$ cat src/sv/otr_pkg.sv
// shared types, constants and helpers of the overwriting event trace ring
`default_nettype none

package otr_pkg;

   // ring geometry
   localparam int DEPTH  = 64;
   localparam int PTR_W  = (DEPTH > 1) ? $clog2(DEPTH) : 1;
   localparam int CNT_W  = $clog2(DEPTH + 1);
   localparam int SUM_W  = CNT_W + 1;

   // fixed field widths
   localparam int FUNC_W    = 2;
   localparam int SHARD_W   = 16;
   localparam int WORD_W    = 64;
   localparam int PAYLOAD_W = 32;
   localparam int FILL_W    = 7;

   // stream packing
   localparam int REQ_DATA_W = 240;
   localparam int REQ_USER_W = 2;
   localparam int RSP_DATA_W = 312;
   localparam int RSP_USER_W = 2;

   // request codes
   localparam logic [FUNC_W-1:0] FUNC_APPEND = 2'd0;
   localparam logic [FUNC_W-1:0] FUNC_SINCE  = 2'd1;
   localparam logic [FUNC_W-1:0] FUNC_ALL    = 2'd2;

   typedef enum logic [1:0] {
      ST_IDLE,
      ST_SCAN,
      ST_FLUSH
   } fsm_state_type;

   // one stored event
   typedef struct packed {
      logic [WORD_W-1:0]        sequence_no;
      logic [SHARD_W-1:0]       shard;
      logic [WORD_W-1:0]        lamport;
      logic signed [WORD_W-1:0] stamp;
      logic [PAYLOAD_W-1:0]     payload;
   } entry_type;

   // one incoming item
   typedef struct packed {
      logic [FUNC_W-1:0]        func;
      logic [SHARD_W-1:0]       shard;
      logic [WORD_W-1:0]        lamport;
      logic signed [WORD_W-1:0] stamp;
      logic [PAYLOAD_W-1:0]     payload;
      logic [WORD_W-1:0]        mark;
   } req_type;

   // one outgoing item
   typedef struct packed {
      entry_type           ev;
      logic                has_event;
      logic                complete;
      logic                last;
      logic [FILL_W-1:0]   fill_count;
      logic [WORD_W-1:0]   total_appended;
   } rsp_type;

   // ram access of one cycle
   typedef struct packed {
      logic              we;
      logic [PTR_W-1:0]  waddr;
      entry_type         wdata;
      logic              re;
      logic [PTR_W-1:0]  raddr;
   } ram_req_type;

   // pointer step with wrap at the ring depth
   function automatic logic [PTR_W-1:0] ptr_inc(input logic [PTR_W-1:0] ptr);
      logic [PTR_W-1:0] res;
      if (ptr == PTR_W'(DEPTH - 1)) begin
         res = '0;
      end else begin
         res = ptr + PTR_W'(1);
      end
      return res;
   endfunction

endpackage

`default_nettype wire

$ cat src/sv/otr_obuf.sv
// output register between the sequencer and the result stream
`default_nettype none

module otr_obuf (
   input  wire logic             clock,
   input  wire logic             reset,
   input  wire logic             push,
   input  wire otr_pkg::rsp_type push_data,
   output logic                  can_push,
   output logic                  out_valid,
   input  wire logic             out_ready,
   output otr_pkg::rsp_type      out_data
);
   import otr_pkg::*;

   logic    valid_ff, valid_in;
   rsp_type data_ff;

   assign can_push = !valid_ff || out_ready;

   // hold until taken, refill in the same cycle
   always_comb begin
      valid_in = valid_ff;
      if (push) begin
         valid_in = 1'b1;
      end else if (out_ready) begin
         valid_in = 1'b0;
      end
   end

   always_ff @(posedge clock) begin
      if (reset) begin
         valid_ff <= 1'b0;
      end else begin
         valid_ff <= valid_in;
      end
   end

   always_ff @(posedge clock) begin
      if (push) begin
         data_ff <= push_data;
      end
   end

   assign out_valid = valid_ff;
   assign out_data  = data_ff;

endmodule

`default_nettype wire

$ cat config.mk
export PLATFORM = sky130hd
export DESIGN_NAME = otr_obuf
export DESIGN_NICKNAME = d
export VERILOG_FILES = /design/src/sv/otr_pkg.sv /design/src/sv/otr_obuf.sv
export SDC_FILE = /design/constraint.sdc
export NUM_CORES = 1
export LEC_CHECK = 0
export BUFFER_PORTS_ARGS = -buffer_cell sky130_fd_sc_hd__buf_2
export CAP_MARGIN = 20
export CORE_AREA = 2 2 250 252
export DETAILED_ROUTE_END_ITERATION = 6
export DIE_AREA = 0 0 252 254
export PLACE_DENSITY_LB_ADDON = 0.1
export SLEW_MARGIN = 5
export SYNTH_ARGS = -nofsm -noshare
export SYNTH_HDL_FRONTEND = slang
export SYNTH_SLANG_ARGS = --single-unit
$ cat constraint.sdc
create_clock -name clock -period 0.8 [get_ports clock]
set_clock_uncertainty 0.1 [all_clocks]
set_input_delay 0.08 -clock clock [delete_from_list [all_inputs] [get_ports clock]]
set_output_delay 0.08 -clock clock [all_outputs]
set_load 0.005 [all_outputs]
# == After elaboration in Yosys (flattened, before gate mapping) ==
# Index checks and enable logic that the tools add are counted.
# word_totals
output_inout_bits,316
memories,0
register_bits,315
word_cells,16
latchBits,0
mem_bits_ro,0
ramBits,0
input_bits,318
# op_classes
addsub,0
n_reduce_logical,3
multipliers,0
magnitude_cmp,0
shifts,0
div,0
bitwise,0
n_mux,2
n_eq_ne,0
# op_table
op,count
$mux 1,2
$reduce_bool 2->1,1
$logic_not 1->1,1
$logic_or 1x1->1,1

# == Logic depth before layout (Yosys ltp) ==
# Gate-level depths: netlist of the first run.
# depth
ltp_word,2
mapped_depth,2
depth_no_buf,2

# == Least setup slack after synthesis of the first run ==
# No wires, ideal clock.
# synth_path
path_kind,reg-to-reg
from,"reg, netlist name out_valid"
to,"reg valid_ff, in the netlist out_valid"
stages_incl_launch_ff,3
setup_time_ps,66
slack_ps,93
t_arrival_ps,541
period_less_slack_ps,707
required_time_ps,634
path_buffers,0
cell_sequence,dfxtp_1 -> nand2b_4 -> a21oi_2
# synth_rtl
item,line_no,text
end signal: assignment,otr_obuf.sv:35,valid_ff <= valid_in;
end: declaration,otr_obuf.sv:16,"logic valid_ff, valid_in;"

# == Worst setup path after layout of the first run ==
# layout_path
from,reg data_ff (netlist bit out_data[207])
to,out out_data[207] in the netlist's numbering
# layout_rtl
item,line_no,text
start: declaration,otr_obuf.sv:17,rsp_type data_ff;
start signal: assignment,otr_obuf.sv:41,data_ff <= push_data;
end: declaration,otr_obuf.sv:12,output otr_pkg::rsp_type out_data
# No word-level cell between the ends.

==> results of run 1 <==
## cell families (layout without fill, tap and decap cells)
group	Yosys count	count (layout)	synth area share [%]
DFF	315	315	99.7
buffers and inverters	1	1050	0.0396
and+or+nand+nor	1	1	0.145
AOI/OAI and AO/OA	1	1	0.0925
## cell type report
class | count | area share [%]
multi-input cells | 2 | 0.122
flip-flops and latches | 315 | 51.3
clock inverters | 20 | 0.788
inverters | 1 | 0.0204
repair buffers | 979 | 36.6
clock buffers | 50 | 5.76
well taps | 790 | 5.37
## through the flow
stage	power (W)	setup TNS, ns
6_report	0.0410	-129.20
3_3_place_gp	0.0234	-58.33
2_1_floorplan	0.0205	0
4_1_cts	0.0419	-147.78
5_1_grt	0.0429	-151.51
3_5_place_dp	0.0234	-58.34
## cell usage after synthesis (all sizes together)
cell type	count
a21oi	1
nand2b	1
dfxtp	1
inv	1
edfxtp	314
## per-layer routing
metal | global-route usage, % | vias up | part of all wire (%)
li1 | - | 3356 | -
met1 | 10.3 | 3426 | 34
met2 | 19.4 | 325 | 55
met3 | 4.16 | 55 | 8.4
met4 | 3.28 | 8 | 2.3
met5 | 0 | - | 0.15
## sequential cells by signal, indices dropped and copies added, names as in the netlist
| name | count |
|---|---|
| out_valid | 1 |
| out_data | 314 |
## worst max path at each step
stage,slack (ns),endpoint,from,cells after the start
finish,-0.48,out_data[207],out_data[207],1
global route,-0.54,out_data[95],out_data[95],1
CTS,-0.55,out_data[102],out_data[102],1
detailed placement,-0.23,out_data[311],push,3
global placement,-0.23,out_data[311],push,3
floorplan,0.09,out_valid,out_valid,2
## power groups by stage
stage	logic (W)	clock network, W	registers (W)
floorplan	0.00000936	0	0.0205
global placement	0.00312	0	0.0203
detailed placement	0.00309	0	0.0203
CTS	0.00441	0.0176	0.0199
global route	0.00464	0.0182	0.0201
finish	0.00428	0.0168	0.0199
## timing repair
action / CTS / global route
pin swaps: 1 / 0
setup buffers: 1 / 1
gates resized for setup: 12 / 1
endpoints found under the hold margin: 389 / 56
endpoints found under the setup margin: 316 / 317
==> results.cfg, run 1 <==
[yosys]
synth_top_area_share_pct = 99.5
netlist.top_cell.by_area = edfxtp_1
ys_ff_latch = 315
synth_area_mm2 = 0.00948
syn_nets = 636
synth_area_per_cell_um2 = 29.8
syn-instance-count = 318
synth.top_cells.by_area = edfxtp_1, dfxtp_1, nand2b_4, a21oi_2, inv_1
yosys_warnings = 0
synth_cell_types = 5
yosysSeqAreaShare_pct = 99.7

[timing]
max-slew-margin-rel_pct = 76.8
hold_violations = 30
setup_ws_ns = -0.481
slew_violations = 0
rsz0062_at_grt = yes
worst_slew_pin_slew_ns = 0.349
post-route-period-util_pct = 160
fmaxAchievable_ghz = 0.780
period_minus_slack_ns = 1.28
setup_viol = 317
fin_hold_ws_ns = -0.141

[routing]
wirelength_um = 35000
drt-wirelength-per-cell_um = 16.2
drtPass1Iterations = 4
vias = 7170
viasPerCell = 3.32
drc_errors = 0
drt_iter0_drc = 246
ant_nets = 0

[clock_network]
holdBufCountCts = 315
clock_latency_ns = 0.52
clk_path_buf_depth = 3
cts_buffers = 39
clk_pin_slew_ns = 0.06
cts_tree = yes
cts-root-buf = clkbuf_16
h-tree-depth = 2
clock_sinks = 315

[worst_setup_path]
r2r-start = out_valid
max_stage_delay_ns = 0.41
worst-path-max-fanout = 1
reg2reg_to = out_valid
worst_setup_path_end_kind = output pin
r2r_cells = 4
r2r_slack_ns = -0.08
crit_slowest_cell = edfxtp_1
cpLargestDelayFamily = flip-flops
start_kind = flip-flop
crit_buf_inv = 1
cp_cell_sequence = buf_2
path_class = reg -> out
required_ns = 0.62
crit_arrival_ns = 1.10

[cells_and_area]
fillers = 6273
syn_to_final_growth_pct = 94.3
final_nets = 1656
final_area_mm2 = 0.0184
multi_input_area_um2 = 22.5
instances_no_fill = 2157
final_common_cell = buf_2
n_antenna_cell = 0
final_cell_mix = buf_2, dlygate4sd3_1, edfxtp_1
drive_above_1_share_pct = 52.6
final-seq-area_mm2 = 0.00945
fin_util_pct = 30.1

[global_route]
grt_pass1_vias = 7832
antenna_found_initial = 4
grt_first_pass_wirelength_um = 48900
grt_overflow = 0
grt_max_degree = 28
track_usage_pct = 10.3

[run]
max_cap_violations = 0

[pwr]
clockPowerShare_pct = 40.9
p_leak_nw = 7.71
switching_share_pct = 21.6
seq_power_share_pct = 48.7
p_int_w = 0.0321
comb_power_share_pct = 10.4
switching_power_w = 0.00883
powerDensity_mw_per_mm2 = 2220
vdd_drop_max_mv = 1.27

[worst_hold_path]
hold_depth = 2
hp-start = push
hp-class = in -> reg
whs_endpoint = out_data[202]

[place]
place_congestion = 0.731
dpl_worst_slack_ns = -0.232
dp.cells = 1770
portBuffers = 633
placed_area_mm2 = 0.0140
place_hpwl_um = 27000

[die]
initial_utilization_pct = 15.5
row_count = 91
die_area_mm2 = 0.0640
die_w_um = 252
ioPinCount = 634
coreArea_mm2 = 0.0613
dieHeight_um = 254

[status]
violations = negative hold slack, negative setup slack
status = finished with violations
(Power assumes the default switching activity.)
==> inputs of run 2 (changes only) <==
clock period = 1.3 ns   (was 0.8 ns; I/O delays follow)
==> run 2 against run 1 <==
- the flow finishes with violations (negative setup slack)
- sequential cell count stayed put
- via count down 0.17%
- core utilization is 0.24 points lower
- critical path type unchanged
- largest cell class unchanged
- largest power group unchanged
==> results.cfg, run 2 (synthesized netlist as in run 1, its figures left out) <==
[global_route]
antenna_found_initial = 8
grt_max_degree = 57
grt_overflow = 0
grt_pass1_vias = 7994
track_usage_pct = 10.4
grt_first_pass_wirelength_um = 49200

[die]
die_area_mm2 = 0.0640
initial_utilization_pct = 15.5
coreArea_mm2 = 0.0613
ioPinCount = 634
die_w_um = 252
row_count = 91
dieHeight_um = 254

[worst_setup_path]
worst-path-max-fanout = 1
required_ns = 1.07
start_kind = flip-flop
crit_slowest_cell = edfxtp_1
crit_arrival_ns = 1.19
worst_setup_path_end_kind = output pin
path_class = reg -> out
max_stage_delay_ns = 0.48
crit_buf_inv = 1
cpLargestDelayFamily = flip-flops
cp_cell_sequence = buf_6

[place]
portBuffers = 633
placed_area_mm2 = 0.0139
place_hpwl_um = 27000
dpl_worst_slack_ns = 0.166
place_congestion = 0.721

[clock_network]
clock_latency_ns = 0.53
cts_tree = yes
h-tree-depth = 2
cts_buffers = 39
clk_pin_slew_ns = 0.06
cts-root-buf = clkbuf_16
clk_path_buf_depth = 3
clock_sinks = 315

[cells_and_area]
fillers = 6279
final_area_mm2 = 0.0183
syn_to_final_growth_pct = 92.8
largest_reg_flops = 314
final_nets = 1648
fin_util_pct = 29.8
n_antenna_cell = 0
drive_above_1_share_pct = 52.3
final-seq-area_mm2 = 0.00945
final_common_cell = buf_2
final_cell_mix = buf_2, dlygate4sd3_1, edfxtp_1
multi_input_area_um2 = 22.5

[status]
violations = negative setup slack
status = finished with violations

[timing]
worst_slew_pin_slew_ns = 0.334
rsz0062_at_grt = yes
setup_viol = 11
post-route-period-util_pct = 110
fin_hold_ws_ns = 0.198
slew_violations = 0
fmaxAchievable_ghz = 0.702
setup_ws_ns = -0.124
period_minus_slack_ns = 1.42
max-slew-margin-rel_pct = 77.7
hold_violations = 0
fin_tns_setup_ns = -0.465

[routing]
dr_wl_met2_um = 19300
drt-wirelength-per-cell_um = 16.5
vias = 7158
wirelength_um = 35400
drtPass1Iterations = 6
highest_layer = met5
ant_nets = 0
drt_iter0_drc = 250
wl_met1_um = 12000
drc_errors = 0
viasPerCell = 3.33
wl_met3_um = 2900

[pwr]
powerDensity_mw_per_mm2 = 1360
p_leak_nw = 7.64
vdd_drop_max_mv = 1.02

[worst_hold_path]
hp-class = in -> reg

[run]
max_cap_violations = 0
==> run 2: cell types whose count changed in the layout (fill, tap and decap cells not counted) <==
cell	previous run	this run
clkinv_2	7	11
dlygate4sd3_1	315	317
buf_6	7	5
buf_12	11	8
dfxtp_4	0	1
buf_4	18	13
clkinv_1	9	7
bufinv_16	2	0
inv_6	0	1
dfxtp_2	1	0
clkinv_4	1	0
==> run 2: what timing repair did <==
| action | CTS | global route |
|---|---|---|
| gates resized for setup | 7 | 2 |
| endpoints found under the hold margin | 376 | 0 |
| setup endpoints to repair | 275 | 280 |
| buffers inserted | 1 | 0 |
| hold buffers | 317 | 0 |
==> run 2: stage by stage <==
stage / cells / total power [W]
after global placement: 1761 / 0.0144
after global routing: 2149 / 0.0260
after detailed placement: 1761 / 0.0143
after CTS: 2149 / 0.0255
final: 2149 / 0.0248
after floorplan: 318 / 0.0126
==> run 2: report_power, final <==
group          switching, W  internal, W  leakage (nW)  total (W)
clock               0.00422      0.00575         0.575    0.00997
combinational       0.00106      0.00154          3.98    0.00259
sequential         0.000196       0.0121          3.08     0.0123
total               0.00548       0.0194          7.64     0.0248
==> run 2: final timing paths <==
kind,startpoint,to,cells past startpoint,slack (ns)
worst min-delay path,push_data[180],out_data[180],2,0.20
worst min register to register,out_valid,out_valid,3,0.50
worst max register to register,out_valid,out_valid,3,0.47
worst max-delay path,out_data[12],out_data[12],1,-0.12
==> run 2: layout make-up <==
cell class              count  share of cell area, %
flip-flops and latches    315                   51.8
multi-input cells           2                  0.123
clock buffers              50                   5.80
repair buffers            971                   36.4
inverters                   1                 0.0206
clock inverters            20                  0.534
well taps                 790                   5.41
==> run 2: layer usage <==
metal / GRT usage (%) / vias to the layer above
li1: - / 3342
met5: 0 / -
met2: 19.6 / 319
met3: 3.81 / 79
met4: 4.01 / 14
met1: 10.4 / 3404
