$ cat src/sv/otr_pkg.sv
// shared types, constants and helpers of the overwriting event trace ring
`default_nettype none

package otr_pkg;

   // ring geometry
   localparam int DEPTH  = 64;
   localparam int PTR_W  = (DEPTH > 1) ? $clog2(DEPTH) : 1;
   localparam int CNT_W  = $clog2(DEPTH + 1);
   localparam int SUM_W  = CNT_W + 1;

   // fixed field widths
   localparam int FUNC_W    = 2;
   localparam int SHARD_W   = 16;
   localparam int WORD_W    = 64;
   localparam int PAYLOAD_W = 32;
   localparam int FILL_W    = 7;

   // stream packing
   localparam int REQ_DATA_W = 240;
   localparam int REQ_USER_W = 2;
   localparam int RSP_DATA_W = 312;
   localparam int RSP_USER_W = 2;

   // request codes
   localparam logic [FUNC_W-1:0] FUNC_APPEND = 2'd0;
   localparam logic [FUNC_W-1:0] FUNC_SINCE  = 2'd1;
   localparam logic [FUNC_W-1:0] FUNC_ALL    = 2'd2;

   typedef enum logic [1:0] {
      ST_IDLE,
      ST_SCAN,
      ST_FLUSH
   } fsm_state_type;

   // one stored event
   typedef struct packed {
      logic [WORD_W-1:0]        sequence_no;
      logic [SHARD_W-1:0]       shard;
      logic [WORD_W-1:0]        lamport;
      logic signed [WORD_W-1:0] stamp;
      logic [PAYLOAD_W-1:0]     payload;
   } entry_type;

   // one incoming item
   typedef struct packed {
      logic [FUNC_W-1:0]        func;
      logic [SHARD_W-1:0]       shard;
      logic [WORD_W-1:0]        lamport;
      logic signed [WORD_W-1:0] stamp;
      logic [PAYLOAD_W-1:0]     payload;
      logic [WORD_W-1:0]        mark;
   } req_type;

   // one outgoing item
   typedef struct packed {
      entry_type           ev;
      logic                has_event;
      logic                complete;
      logic                last;
      logic [FILL_W-1:0]   fill_count;
      logic [WORD_W-1:0]   total_appended;
   } rsp_type;

   // ram access of one cycle
   typedef struct packed {
      logic              we;
      logic [PTR_W-1:0]  waddr;
      entry_type         wdata;
      logic              re;
      logic [PTR_W-1:0]  raddr;
   } ram_req_type;

   // pointer step with wrap at the ring depth
   function automatic logic [PTR_W-1:0] ptr_inc(input logic [PTR_W-1:0] ptr);
      logic [PTR_W-1:0] res;
      if (ptr == PTR_W'(DEPTH - 1)) begin
         res = '0;
      end else begin
         res = ptr + PTR_W'(1);
      end
      return res;
   endfunction

endpackage

`default_nettype wire

$ cat src/sv/otr_seq.sv
// sequencer: appends into the ring and walks it for replays
`default_nettype none

module otr_seq (
   input  wire logic                 clock,
   input  wire logic                 reset,
   input  wire logic                 req_valid,
   output logic                      req_ready,
   input  wire otr_pkg::req_type     req,
   output otr_pkg::ram_req_type      ram_req,
   input  wire otr_pkg::entry_type   rd_data,
   input  wire logic                 can_push,
   output logic                      push,
   output otr_pkg::rsp_type          push_data
);
   import otr_pkg::*;

   fsm_state_type state_ff, state_in;

   logic [PTR_W-1:0]  wp_ff, wp_in;
   logic [CNT_W-1:0]  held_ff, held_in;
   logic [WORD_W-1:0] total_ff, total_in;
   logic [PTR_W-1:0]  rd_ptr_ff, rd_ptr_in;
   logic [CNT_W-1:0]  off_ff, off_in;
   logic              rd_valid_ff, rd_valid_in;
   logic              pend_valid_ff, pend_valid_in;
   entry_type         pend_ff, pend_in;
   logic              comp_ff, comp_in;
   logic              first_ff, first_in;
   logic              all_ff, all_in;
   logic [WORD_W-1:0] mark_ff, mark_in;
   logic [WORD_W-1:0] mark_inc_ff, mark_inc_in;

   logic              accept;
   logic              is_replay;
   logic [WORD_W-1:0] total_inc;
   logic [CNT_W-1:0]  held_after;
   logic [SUM_W-1:0]  old_sum;
   logic [PTR_W-1:0]  oldest;
   logic              hit;
   logic              comp_first;
   logic              emit_mid;
   logic              consume;
   logic              issue;
   logic              scan_done;

   // shared terms
   assign accept     = req_valid && req_ready;
   assign is_replay  = (req.func == FUNC_SINCE) || (req.func == FUNC_ALL);
   assign total_inc  = total_ff + WORD_W'(1);
   assign held_after = (held_ff == CNT_W'(DEPTH)) ? held_ff : held_ff + CNT_W'(1);
   assign old_sum    = SUM_W'(wp_ff) + SUM_W'(DEPTH) - SUM_W'(held_ff);
   assign oldest     = (old_sum >= SUM_W'(DEPTH)) ? PTR_W'(old_sum - SUM_W'(DEPTH))
                                                  : PTR_W'(old_sum);

   // scan step: test the entry in the read register, fetch the next one
   assign hit        = all_ff || (rd_data.lamport > mark_ff);
   assign comp_first = all_ff || (&mark_ff) || (rd_data.lamport <= mark_inc_ff);
   assign emit_mid   = (state_ff == ST_SCAN) && rd_valid_ff && hit && pend_valid_ff
                       && can_push;
   assign consume    = (state_ff == ST_SCAN) && rd_valid_ff
                       && (!(hit && pend_valid_ff) || can_push);
   assign issue      = (state_ff == ST_SCAN) && (off_ff != held_ff)
                       && (!rd_valid_ff || consume);
   assign scan_done  = (off_ff == held_ff) && (!rd_valid_ff || consume);

   // next state
   always_comb begin
      state_in = state_ff;
      unique case (state_ff)
         ST_IDLE: begin
            if (accept && is_replay) begin
               state_in = (held_ff == '0) ? ST_FLUSH : ST_SCAN;
            end
         end
         ST_SCAN: begin
            if (scan_done) begin
               state_in = ST_FLUSH;
            end
         end
         ST_FLUSH: begin
            if (can_push) begin
               state_in = ST_IDLE;
            end
         end
         default: state_in = ST_IDLE;
      endcase
   end

   // outputs
   always_comb begin
      req_ready                = 1'b0;
      push                     = 1'b0;
      push_data                = '0;
      push_data.fill_count     = FILL_W'(held_ff);
      push_data.total_appended = total_ff;
      push_data.complete       = comp_ff;
      ram_req                  = '0;
      ram_req.waddr            = wp_ff;
      ram_req.raddr            = rd_ptr_ff;
      ram_req.wdata.sequence_no = total_inc;
      ram_req.wdata.shard      = req.shard;
      ram_req.wdata.lamport    = req.lamport;
      ram_req.wdata.stamp      = req.stamp;
      ram_req.wdata.payload    = req.payload;
      unique case (state_ff)
         ST_IDLE: begin
            req_ready = can_push;
            if (accept && (req.func == FUNC_APPEND)) begin
               ram_req.we                = 1'b1;
               push                      = 1'b1;
               push_data.ev.sequence_no  = total_inc;
               push_data.complete        = 1'b1;
               push_data.last            = 1'b1;
               push_data.fill_count      = FILL_W'(held_after);
               push_data.total_appended  = total_inc;
            end
         end
         ST_SCAN: begin
            ram_req.re          = issue;
            push                = emit_mid;
            push_data.ev        = pend_ff;
            push_data.has_event = 1'b1;
         end
         ST_FLUSH: begin
            push           = can_push;
            push_data.last = 1'b1;
            if (pend_valid_ff) begin
               push_data.ev        = pend_ff;
               push_data.has_event = 1'b1;
            end
         end
         default: begin
            req_ready = 1'b0;
         end
      endcase
   end

   // datapath next values
   always_comb begin
      wp_in         = wp_ff;
      held_in       = held_ff;
      total_in      = total_ff;
      rd_ptr_in     = rd_ptr_ff;
      off_in        = off_ff;
      rd_valid_in   = rd_valid_ff;
      pend_valid_in = pend_valid_ff;
      pend_in       = pend_ff;
      comp_in       = comp_ff;
      first_in      = first_ff;
      all_in        = all_ff;
      mark_in       = mark_ff;
      mark_inc_in   = mark_inc_ff;
      if (accept && (req.func == FUNC_APPEND)) begin
         wp_in    = ptr_inc(wp_ff);
         held_in  = held_after;
         total_in = total_inc;
      end else if (accept && is_replay) begin
         mark_in       = req.mark;
         mark_inc_in   = req.mark + WORD_W'(1);
         all_in        = (req.func == FUNC_ALL);
         off_in        = '0;
         rd_ptr_in     = oldest;
         rd_valid_in   = 1'b0;
         pend_valid_in = 1'b0;
         first_in      = 1'b1;
         comp_in       = 1'b1;
      end
      if (issue) begin
         rd_ptr_in = ptr_inc(rd_ptr_ff);
         off_in    = off_ff + CNT_W'(1);
      end
      if (issue) begin
         rd_valid_in = 1'b1;
      end else if (consume) begin
         rd_valid_in = 1'b0;
      end
      if (consume) begin
         first_in = 1'b0;
         if (first_ff) begin
            comp_in = comp_first;
         end
         if (hit) begin
            pend_in       = rd_data;
            pend_valid_in = 1'b1;
         end
      end
   end

   // control registers
   always_ff @(posedge clock) begin
      if (reset) begin
         state_ff      <= ST_IDLE;
         wp_ff         <= '0;
         held_ff       <= '0;
         total_ff      <= '0;
         rd_valid_ff   <= 1'b0;
         pend_valid_ff <= 1'b0;
      end else begin
         state_ff      <= state_in;
         wp_ff         <= wp_in;
         held_ff       <= held_in;
         total_ff      <= total_in;
         rd_valid_ff   <= rd_valid_in;
         pend_valid_ff <= pend_valid_in;
      end
   end

   // scan payload registers
   always_ff @(posedge clock) begin
      rd_ptr_ff   <= rd_ptr_in;
      off_ff      <= off_in;
      pend_ff     <= pend_in;
      comp_ff     <= comp_in;
      first_ff    <= first_in;
      all_ff      <= all_in;
      mark_ff     <= mark_in;
      mark_inc_ff <= mark_inc_in;
   end

endmodule

`default_nettype wire

$ cat config.mk
export PLATFORM = sky130hd
export DESIGN_NAME = otr_seq
export DESIGN_NICKNAME = d
export VERILOG_FILES = /design/src/sv/otr_pkg.sv /design/src/sv/otr_seq.sv
export SDC_FILE = /design/constraint.sdc
export NUM_CORES = 1
export LEC_CHECK = 0
export ABC_AREA = 1
export BUFFER_PORTS_ARGS = -buffer_cell sky130_fd_sc_hd__buf_2
export CAP_MARGIN = 20
export CORE_AREA = 2 2 410 412
export CTS_CLUSTER_SIZE = 14
export DETAILED_ROUTE_END_ITERATION = 8
export DIE_AREA = 0 0 412 414
export HOLD_SLACK_MARGIN = 0.1
export PLACE_DENSITY_LB_ADDON = 0.05
export SLEW_MARGIN = 20
export SYNTH_ARGS = -nofsm -noshare
export SYNTH_HDL_FRONTEND = slang
export SYNTH_SLANG_ARGS = --single-unit
$ cat constraint.sdc
create_clock -name clock -period 16 [get_ports clock]
set_clock_uncertainty 0.15 [all_clocks]
set_input_delay 0.8 -clock clock [delete_from_list [all_inputs] [get_ports clock]]
set_output_delay 0.8 -clock clock [all_outputs]
set_load 0.03 [all_outputs]
* After elaboration in Yosys (flattened, before gate mapping)
Index checks and enable logic that the tools add are counted.
** Operators by class
- Add/subtract/negate cells :: 9
- $lt $le $gt $ge :: 3
- Eq/ne operators :: 14
- Muxes and demuxes :: 40
- Bitwise operators :: 1
- Reductions and logical operators :: 31
** Operators with widths (number)
- 177-bit one-hot mux with 2 select lines :: 1
- 241-bit 2-to-1 mux :: 1
- 64-bit one-hot mux with 3 select lines :: 1
- 64-bit by 1-bit adder with 64-bit output, second input constant :: 2
- 73-bit 2-to-1 mux :: 1
- 71-bit 2-to-1 mux :: 1
- 64-bit greater-than comparator :: 1
- 64-bit <= comparator :: 1
- 64-bit 2-to-1 mux :: 1
- 64-bit AND reduction :: 1
- 6-bit 2-to-1 mux :: 6
- 7-bit 2-to-1 mux :: 4
- 1-bit 2-to-1 mux :: 17
- 7-bit by 1-bit adder with 7-bit output, second input constant :: 2
- 6-bit by 1-bit adder with 6-bit output, second input constant :: 2
- 6-bit equality test, second input constant :: 2
- 1-bit logical AND :: 12
- 6-bit by 7-bit adder with 8-bit output, second input constant :: 1
- 8-bit by 7-bit >= comparator with 1-bit output, second input constant :: 1
- 2-bit 2-to-1 mux :: 4
- 2-bit inequality test, second input constant :: 4
- 2-bit AND reduction :: 4
- 8-bit by 7-bit subtractor with 8-bit output :: 1
- 7-bit equality test :: 1
- 17 further kinds :: 26
** Storage, ports and cells
- Bits in registers :: 465
- Input bits :: 486

* Depth between registers and ports, before layout
Gate-level depths: netlist (run 1).
- Depth in word-level cells :: 10
- Depth in mapped cells :: 25
- Mapped depth without buffers :: 25

* Worst setup path before layout (run 1)
OpenSTA, ideal clock, no wires.
- Kind :: input-to-reg
- Start :: input can_push
- End :: register off_ff[0], enable pin
- Arrival time :: 7.779 ns
- Required time :: 15.478 ns
- Setup slack :: 7.700 ns
- Cell stages on the path :: 6
- Path through :: nand2_1 inv_1 nand3_1 nor2_1 inv_1 nand2_1
** On the way
- Elaborated cells between the ends (all ways) :: 11
- Classes of those cells :: eq/ne: 1; mux: 1; reduce/logical: 9
** RTL lines
- start: declaration :: RTL line otr_seq.sv:12 : input wire logic can_push,
- 1-bit 2-to-1 mux * :: RTL line otr_seq.sv:106 : unique case (state_ff)
- net req_ready :: RTL line otr_seq.sv:8 : output logic req_ready,
- 1-bit logical AND * :: RTL line otr_seq.sv:48 : assign accept = req_valid && req_ready;
- 1-bit logical AND (on tied branches) :: RTL line otr_seq.sv:154, otr_seq.sv:158
- 2-bit inequality test (no line) / 2-bit nonzero test (equally long branches)
- 2-bit AND reduction (no line) *
- end signal: assignment :: RTL line otr_seq.sv:212 : off_ff <= off_in;
- end: declaration :: RTL line otr_seq.sv:24 : logic [CNT_W-1:0] off_ff, off_in;
Mark *: on every way through the listed nets, which the timed path passes. The rest lies on a longest branch.
A chain may end at the register's enable or synchronous reset.

* Final worst setup path (run 1)
- Start :: register mark_ff[55]
- End :: register pend_ff[183] (netlist bit), enable pin
** On the way
- Cells in the longest elaborated chain, start to end :: 7
** Ends and longest elaborated chain
- start: declaration :: RTL line otr_seq.sv:31 : logic [WORD_W-1:0] mark_ff, mark_in;
- start signal: assignment :: RTL line otr_seq.sv:217 : mark_ff <= mark_in;
- 64-bit greater-than comparator * :: RTL line otr_seq.sv:57 : assign hit = all_ff || (rd_data.lamport > mark_ff);
- 1-bit logical OR * :: RTL line otr_seq.sv:57
- 1-bit logical AND :: RTL line otr_seq.sv:62 : && (!(hit && pend_valid_ff) || can_push);
- 1-bit zero test :: RTL line otr_seq.sv:62
- 1-bit logical OR :: RTL line otr_seq.sv:62
- 1-bit logical AND :: RTL line otr_seq.sv:62
- 2-bit AND reduction (no line) *
- end signal: assignment :: RTL line otr_seq.sv:213 : pend_ff <= pend_in;
- end: declaration :: RTL line otr_seq.sv:27 : entry_type pend_ff, pend_in;
Mark *: on every way between the ends. The rest lies on a longest branch, timed or not.

==> results of run 1 <==
-- state kept, by name, indices dropped and copies added (netlist names), 2 cells and up --
register     count
state_ff         2
total_ff        64
pend_ff        240
mark_inc_ff     64
wp_ff            6
rd_ptr_ff        6
held_ff          7
off_ff           7
mark_ff         64
-- area by class of cell --
type,count,share of cell area [%]
repair buffers,845,14.42
diodes,4,0.02934
clock buffers,103,5.868
well taps,2204,8.083
inverters,498,5.501
clock inverters,31,0.8581
flip-flops and latches,465,38.49
multi-input cells,1605,26.75
-- synth_stat cells, types with 3 or more instances --
cell / count
nor3_1: 66
nor2_1: 309
nor4_1: 37
nor2_4: 8
nand2_4: 4
a211oi_1: 3
nand2_1: 492
xor2_1: 115
a21oi_1: 203
xnor2_1: 18
ha_1: 147
a21oi_2: 4
o22ai_1: 3
nand4_1: 61
buf_1: 4
o21ai_0: 29
dfxtp_1: 83
buf_4: 176
o21a_1: 4
nand3_2: 3
inv_1: 497
edfxtp_1: 382
nand3_1: 49
or2_2: 6
nand2_2: 9
clkbuf_1: 51
o211ai_1: 3
buf_2: 3
-- metal layers --
layer  share of wire, %  wire length [microns]  track usage, %  vias up
met2                 48                  58180           23.25      625
met1                 42                  51250           16.71     9826
met5               0.19                    233               0        -
met3                7.2                   8844           4.503      220
li1                   -                      -               -    10350
met4                3.1                   3782           4.831       36
-- worst max-delay path: stages (launching register included) --
cell and delay (ns):
edfxtp_1 0.36, inv_1 0.05, ha_1 0.28, nand2_1 0.10, nor4_1 0.61, nand2_1 0.21, nor2_1 0.34, nand4_1 0.13
nand2_1 0.14, nand2_1 0.19, nand3_1 0.12, nand2_1 0.10, inv_1 0.11, nand2_1 0.14, inv_8 0.50, buf_4 0.87
buf_4 0.77
-- cells by family (layout without fill, tap and decap cells) --
family | after synthesis | after routing | share of synthesized area (%)
mux | 1 | 1 | 0.03906
buf+inv | 732 | 1477 | 13.31
other cells | 0 | 4 | 0
compound gates | 262 | 262 | 5.438
xor+xnor | 137 | 137 | 4.799
fa+ha+maj | 148 | 148 | 7.254
simple gates | 1057 | 1057 | 17.92
flops | 465 | 465 | 51.24
-- metrics by stage --
stage          utilization, %  cell area (sq um)  setup WS (ns)
3_3_place_gp            18.36              30530          9.431
6_report                20.52              34120          10.33
2_1_floorplan               -              25630          7.700
4_1_cts                 20.51              34110          9.935
5_1_grt                 20.52              34120          9.820
3_5_place_dp            18.36              30530          9.437
-- report_power, final --
part / switching, mW / internal (mW) / total [mW]
Clock: 0.664 / 0.939 / 1.60
Sequential: 0.0320 / 1.38 / 1.41
Combinational: 0.439 / 0.183 / 0.621
-- worst paths after layout --
| path | endpoint | slack, ns |
|---|---|---|
| setup / recovery | pend_ff[183] | 10.33 |
| hold / removal | pend_ff[234] | 0.18 |
| setup reg to reg | pend_ff[183] | 10.33 |
| hold reg to reg | first_ff | 0.34 |
==> qor.csv, run 1 <==
stage;metric;value;unit
placement;# placed instances;5489;
routing;drt initial violations;777;
synth;#FFs+latches synth;465;
timing;RSZ-0062 raised after global routing;no;
floorplanning;area of the die;170600;sq um
clock_tree;Skew-Pair Late Insertion Delay;0.67;ns
status;status;complete, no violations;
synth;Post-synth EDFFs;382;
placement;PortBufs;703;
layout;Finished Layout Cells;5755;
pwr;PwrDens;106.6;nW/um^2
global_routing;first-pass GRT wire length;169100;microns
critical_path;worst flop-to-flop path startpoint;mark_ff[55];
clock_tree;Root Buffer;clkbuf_16;
min_path;worst min-delay path class;in -> reg;
clock_tree;clock-pin transition on the worst setup and hold timing paths;0.05;ns
synth;synth warn;0;
critical_path;crit path launch type;flop;
floorplanning;Starting Density;15.41;%
critical_path;Worst Path Max Fanout;86;
critical_path;CP required;16.11;ns
clock_tree;CTS HTree Levels;3;
timing;max frequency;0.1762;GHz
global_routing;largest net degree at the start of global routing;132;
layout;Final nets;4123;
timing;Final Hold Fails;0;
min_path;hold_sp;rd_data[234];
synth;Synth area leader;edfxtp_1;
global_routing;number of global-route vias before repair;22010;
synth;post-synthesis sequential area ratio;51.24;%
timing;Setup violations, final;0;
critical_path;CP endpoint kind;flop;
synth;share of the synthesized area in the top cell type;44.76;%
routing;detailed-route vias per instance;3.659;
critical_path;critical path class;reg -> reg;
layout;Syn-to-layout area delta;33.12;%
clock_tree;clk buf depth;3;
timing;worst hold slack;0.1797;ns
routing;via count;21060;
min_path;hold path cells;1;
synth;Syn Inst Count;2802;
global_routing;Tot GR Track Use;13.94;%
pwr;PnR Total Power;3.636;mW
floorplanning;die width;412;microns
critical_path;Arr. time, crit path;5.79;ns
layout;Fill cells;18720;
synth;Yosys cell types;52;
timing;Final Max Slew Viols;0;
timing;setup TNS;0;ns
synth;Async SR Flop Fraction;0;%
synth;synthesized area;25630;sq um
layout;commonest non-fill, non-tap cells in the layout;buf_2, inv_1, nand2_1, edfxtp_1, nor2_1;
clock_tree;TritonCTS clock tree;yes;
routing;per-cell routed wire length;21.25;microns
timing;Worst-Margin Slew;1.357;ns
synth;syn_area_per_cell;9.147;sq um
global_routing;initial antenna violation count;37;
clock_tree;post_cts resized;0;
global_routing;GRT Residual Overflow;0;
layout;Multi-input gate area;9126;sq um
synth;post-synthesis net count;3436;
timing;Slew HR;8.718;%
floorplanning;# IOs;1056;
flow_run;max-cap violation count;0;
critical_path;cell count of the worst reg-to-reg path;16;
synth;top cells by area, synth;edfxtp_1, inv_1, nand2_1, ha_1, dfxtp_1;
clock_tree;Setup Buffers After CTS;0;
synth;Most used DFF post-synth;edfxtp_1;
timing;Final period util;35.46;%
layout;register area;13130;sq um
placement;GP Congestion;0.7865;
pwr;Peak VDD IR;64.56;uV
placement;detailed placement HPWL;97250;microns
clock_tree;Num CTS Buffers;74;
routing;Initial DRT Pass Iterations;4;
floorplanning;core area;166300;sq um
floorplanning;Row Count;150;
clock_tree;clock sinks;465;
pwr;leakage power;15.61;nW
routing;Residual DRC;0;
critical_path;Setup crit start;mark_ff[55];
layout;most common cell after layout, fill and taps aside;buf_2;
routing;drt total wl;122300;microns
clock_tree;CTS Hold Buffers Added;128;
routing;Final ANT Viol Nets;0;
floorplanning;chip height;414;microns
timing;fin crit period;5.674;ns
layout;share of layout cells above drive strength 1;24.41;%
(Power assumes the default switching activity.)
==> run 2, diff against run 1 <==
Clock period 16 ns to 4.64 ns, I/O delays scaled along.
==> run 2 against run 1 <==
  * Via count grew 5.2%
  * Worst setup slack lost 10 ns
  * Combinational power grew to 3.8 times the previous value
  * Worst hold slack lost 0.0029 ns
  * Highest routed layer is now met4
==> qor.csv, run 2 (synthesis results as in run 1) <==
stage;metric;value;unit
status;status;complete, no violations;
critical_path;WP buf/inv;2;
routing;Final ANT Viol Nets;0;
critical_path;cell family with most CP delay;simple AND/OR/NAND/NOR gates;
routing;per-cell routed wire length;20.12;microns
routing;via count;22150;
floorplanning;Starting Density;15.41;%
layout;share of layout cells above drive strength 1;23.01;%
clock_tree;CTS HTree Levels;3;
critical_path;r2r setup slk;1.05;ns
timing;RSZ-0062 raised after global routing;no;
global_routing;GRT Residual Overflow;0;
timing;worst hold slack;0.1768;ns
layout;most common cell after layout, fill and taps aside;buf_2;
timing;Worst-Margin Slew;0.9153;ns
placement;PortBufs;703;
min_path;hold endpoint;pend_ff[225];
floorplanning;core area;166300;sq um
critical_path;critical path class;reg -> out;
timing;max frequency;0.2336;GHz
critical_path;worst flop-to-flop path startpoint;mark_ff[55];
layout;Final nets;4429;
routing;drt initial violations;850;
critical_path;crit path launch type;flop;
critical_path;worst r2r dst;pend_ff[202];
routing;Residual DRC;0;
layout;max FFs per register;240;
clock_tree;Skew-Pair Late Insertion Delay;0.67;ns
placement;pre-CTS WS;0.7147;ns
layout;Layout Utilization;22.39;%
global_routing;Tot GR Track Use;13.93;%
timing;fin crit period;4.280;ns
critical_path;most used cell along the critical path;nor2_1;
flow_run;max-cap violation count;0;
layout;commonest non-fill, non-tap cells in the layout;buf_2, inv_1, nand2_1, dlygate4sd3_1, edfxtp_1;
critical_path;CP max stage cell;dfxtp_2;
critical_path;CP peak stage delay;0.41;ns
placement;detailed placement HPWL;96900;microns
critical_path;Setup crit start;total_ff[0];
placement;# placed instances;5500;
critical_path;CP endpoint kind;output port;
timing;Final period util;92.24;%
pwr;leakage power;16.91;nW
clock_tree;clk buf depth;3;
layout;Fill cells;18590;
clock_tree;TritonCTS clock tree;yes;
placement;GP Congestion;0.7533;
critical_path;Worst Path Max Fanout;6;
critical_path;cell count of the worst reg-to-reg path;17;
global_routing;number of global-route vias before repair;23320;
routing;drt total wl;122000;microns
floorplanning;chip height;414;microns
critical_path;crit path cell chain;ha_1, inv_1, nor3_4, nand4_1, nor2_1, nand4_1, nor2_1, nand3_1, nor2_1, nand2_1, xor2_2, nand2_1, a21oi_1, buf_2;
layout;Reg with most FFs;pend_ff;
floorplanning;die width;412;microns
min_path;worst min-delay path class;in -> reg;
critical_path;CP required;4.26;ns
pwr;PwrDens;336.5;nW/um^2
floorplanning;# IOs;1056;
pwr;Peak VDD IR;242.5;uV
layout;Syn-to-layout area delta;45.26;%
layout;Finished Layout Cells;6065;
critical_path;Arr. time, crit path;3.90;ns
timing;Setup violations, final;0;
floorplanning;area of the die;170600;sq um
clock_tree;Num CTS Buffers;73;
routing;Initial DRT Pass Iterations;6;
timing;PnR worst setup slack;0.3601;ns
min_path;hold_sp;rd_data[225];
timing;Final Hold Fails;0;
floorplanning;Row Count;150;
clock_tree;clock sinks;465;
routing;detailed-route vias per instance;3.653;
clock_tree;clock-pin transition on the worst setup and hold timing paths;0.06;ns
global_routing;largest net degree at the start of global routing;69;
timing;Slew HR;38.98;%
clock_tree;Setup Buffers After CTS;0;
global_routing;first-pass GRT wire length;170600;microns
timing;Final Max Slew Viols;0;
global_routing;initial antenna violation count;21;
min_path;hold path cells;2;
clock_tree;Root Buffer;clkbuf_16;
## run 2: metrics by stage
step / area (sq um) / power (mW) / TNS [ns]
6_report: 37230 / 12.53 / 0
3_3_place_gp: 30740 / 7.122 / 0
2_1_floorplan: 25660 / 6.433 / -273.13
4_1_cts: 37200 / 12.91 / 0
5_1_grt: 37230 / 13.23 / 0
3_5_place_dp: 30740 / 7.096 / 0
## run 2: worst max-delay path by stage
stage	depth (start not counted)	slack, ns	to
6_report	14	0.36	push_data[292]
5_1_grt	14	0.04	push_data[292]
4_1_cts	14	0.06	push_data[292]
3_5_place_dp	14	0.71	push_data[292]
3_3_place_gp	14	0.73	push_data[292]
2_1_floorplan	17	-1.14	pend_ff[0]
## run 2: area by class of cell
type / instances / area (sq um) / share of cell area [%]
repair buffers: 1152 / 8078 / 21.70
multi-input cells: 1605 / 9153 / 24.58
clock buffers: 95 / 1951 / 5.239
flip-flops and latches: 465 / 13130 / 35.28
diodes: 10 / 25.02 / 0.06722
inverters: 498 / 1873 / 5.031
well taps: 2204 / 2758 / 7.407
clock inverters: 36 / 259.0 / 0.6957
## run 2: metal layers
layer,vias up,wire [microns],GRT usage (%)
li1,10970,-,-
met1,10400,52990,17.21
met2,618,58050,23.40
met3,171,7469,3.513
met4,0,3540,4.757
met5,-,0,0
## run 2: power breakdown
part | switching (mW) | internal, mW
clock network | 2.27 | 3.03
logic | 1.55 | 0.813
registers | 0.108 | 4.75
## run 2: timing repair
| item | 4_1_cts | 5_1_grt |
|---|---|---|
| endpoints found under the setup margin | 1 | 3 |
| resized for setup | 1 | 2 |
| hold buffers | 424 | 0 |
| hold endpoints to repair | 426 | 0 |
## run 2: worst reg2reg max path: stages, from the launching register on
cell	delay, ns
edfxtp_1	0.35
inv_1	0.05
ha_1	0.28
nand2_1	0.10
nor4_1	0.31
buf_4	0.19
nand2_1	0.12
nor2_1	0.25
nand4_1	0.13
nand2_1	0.23
nand2_2	0.13
nand3_2	0.08
nand2_2	0.07
inv_2	0.07
nand2_2	0.07
clkinvlp_4	0.19
buf_12	0.23
buf_12	0.25
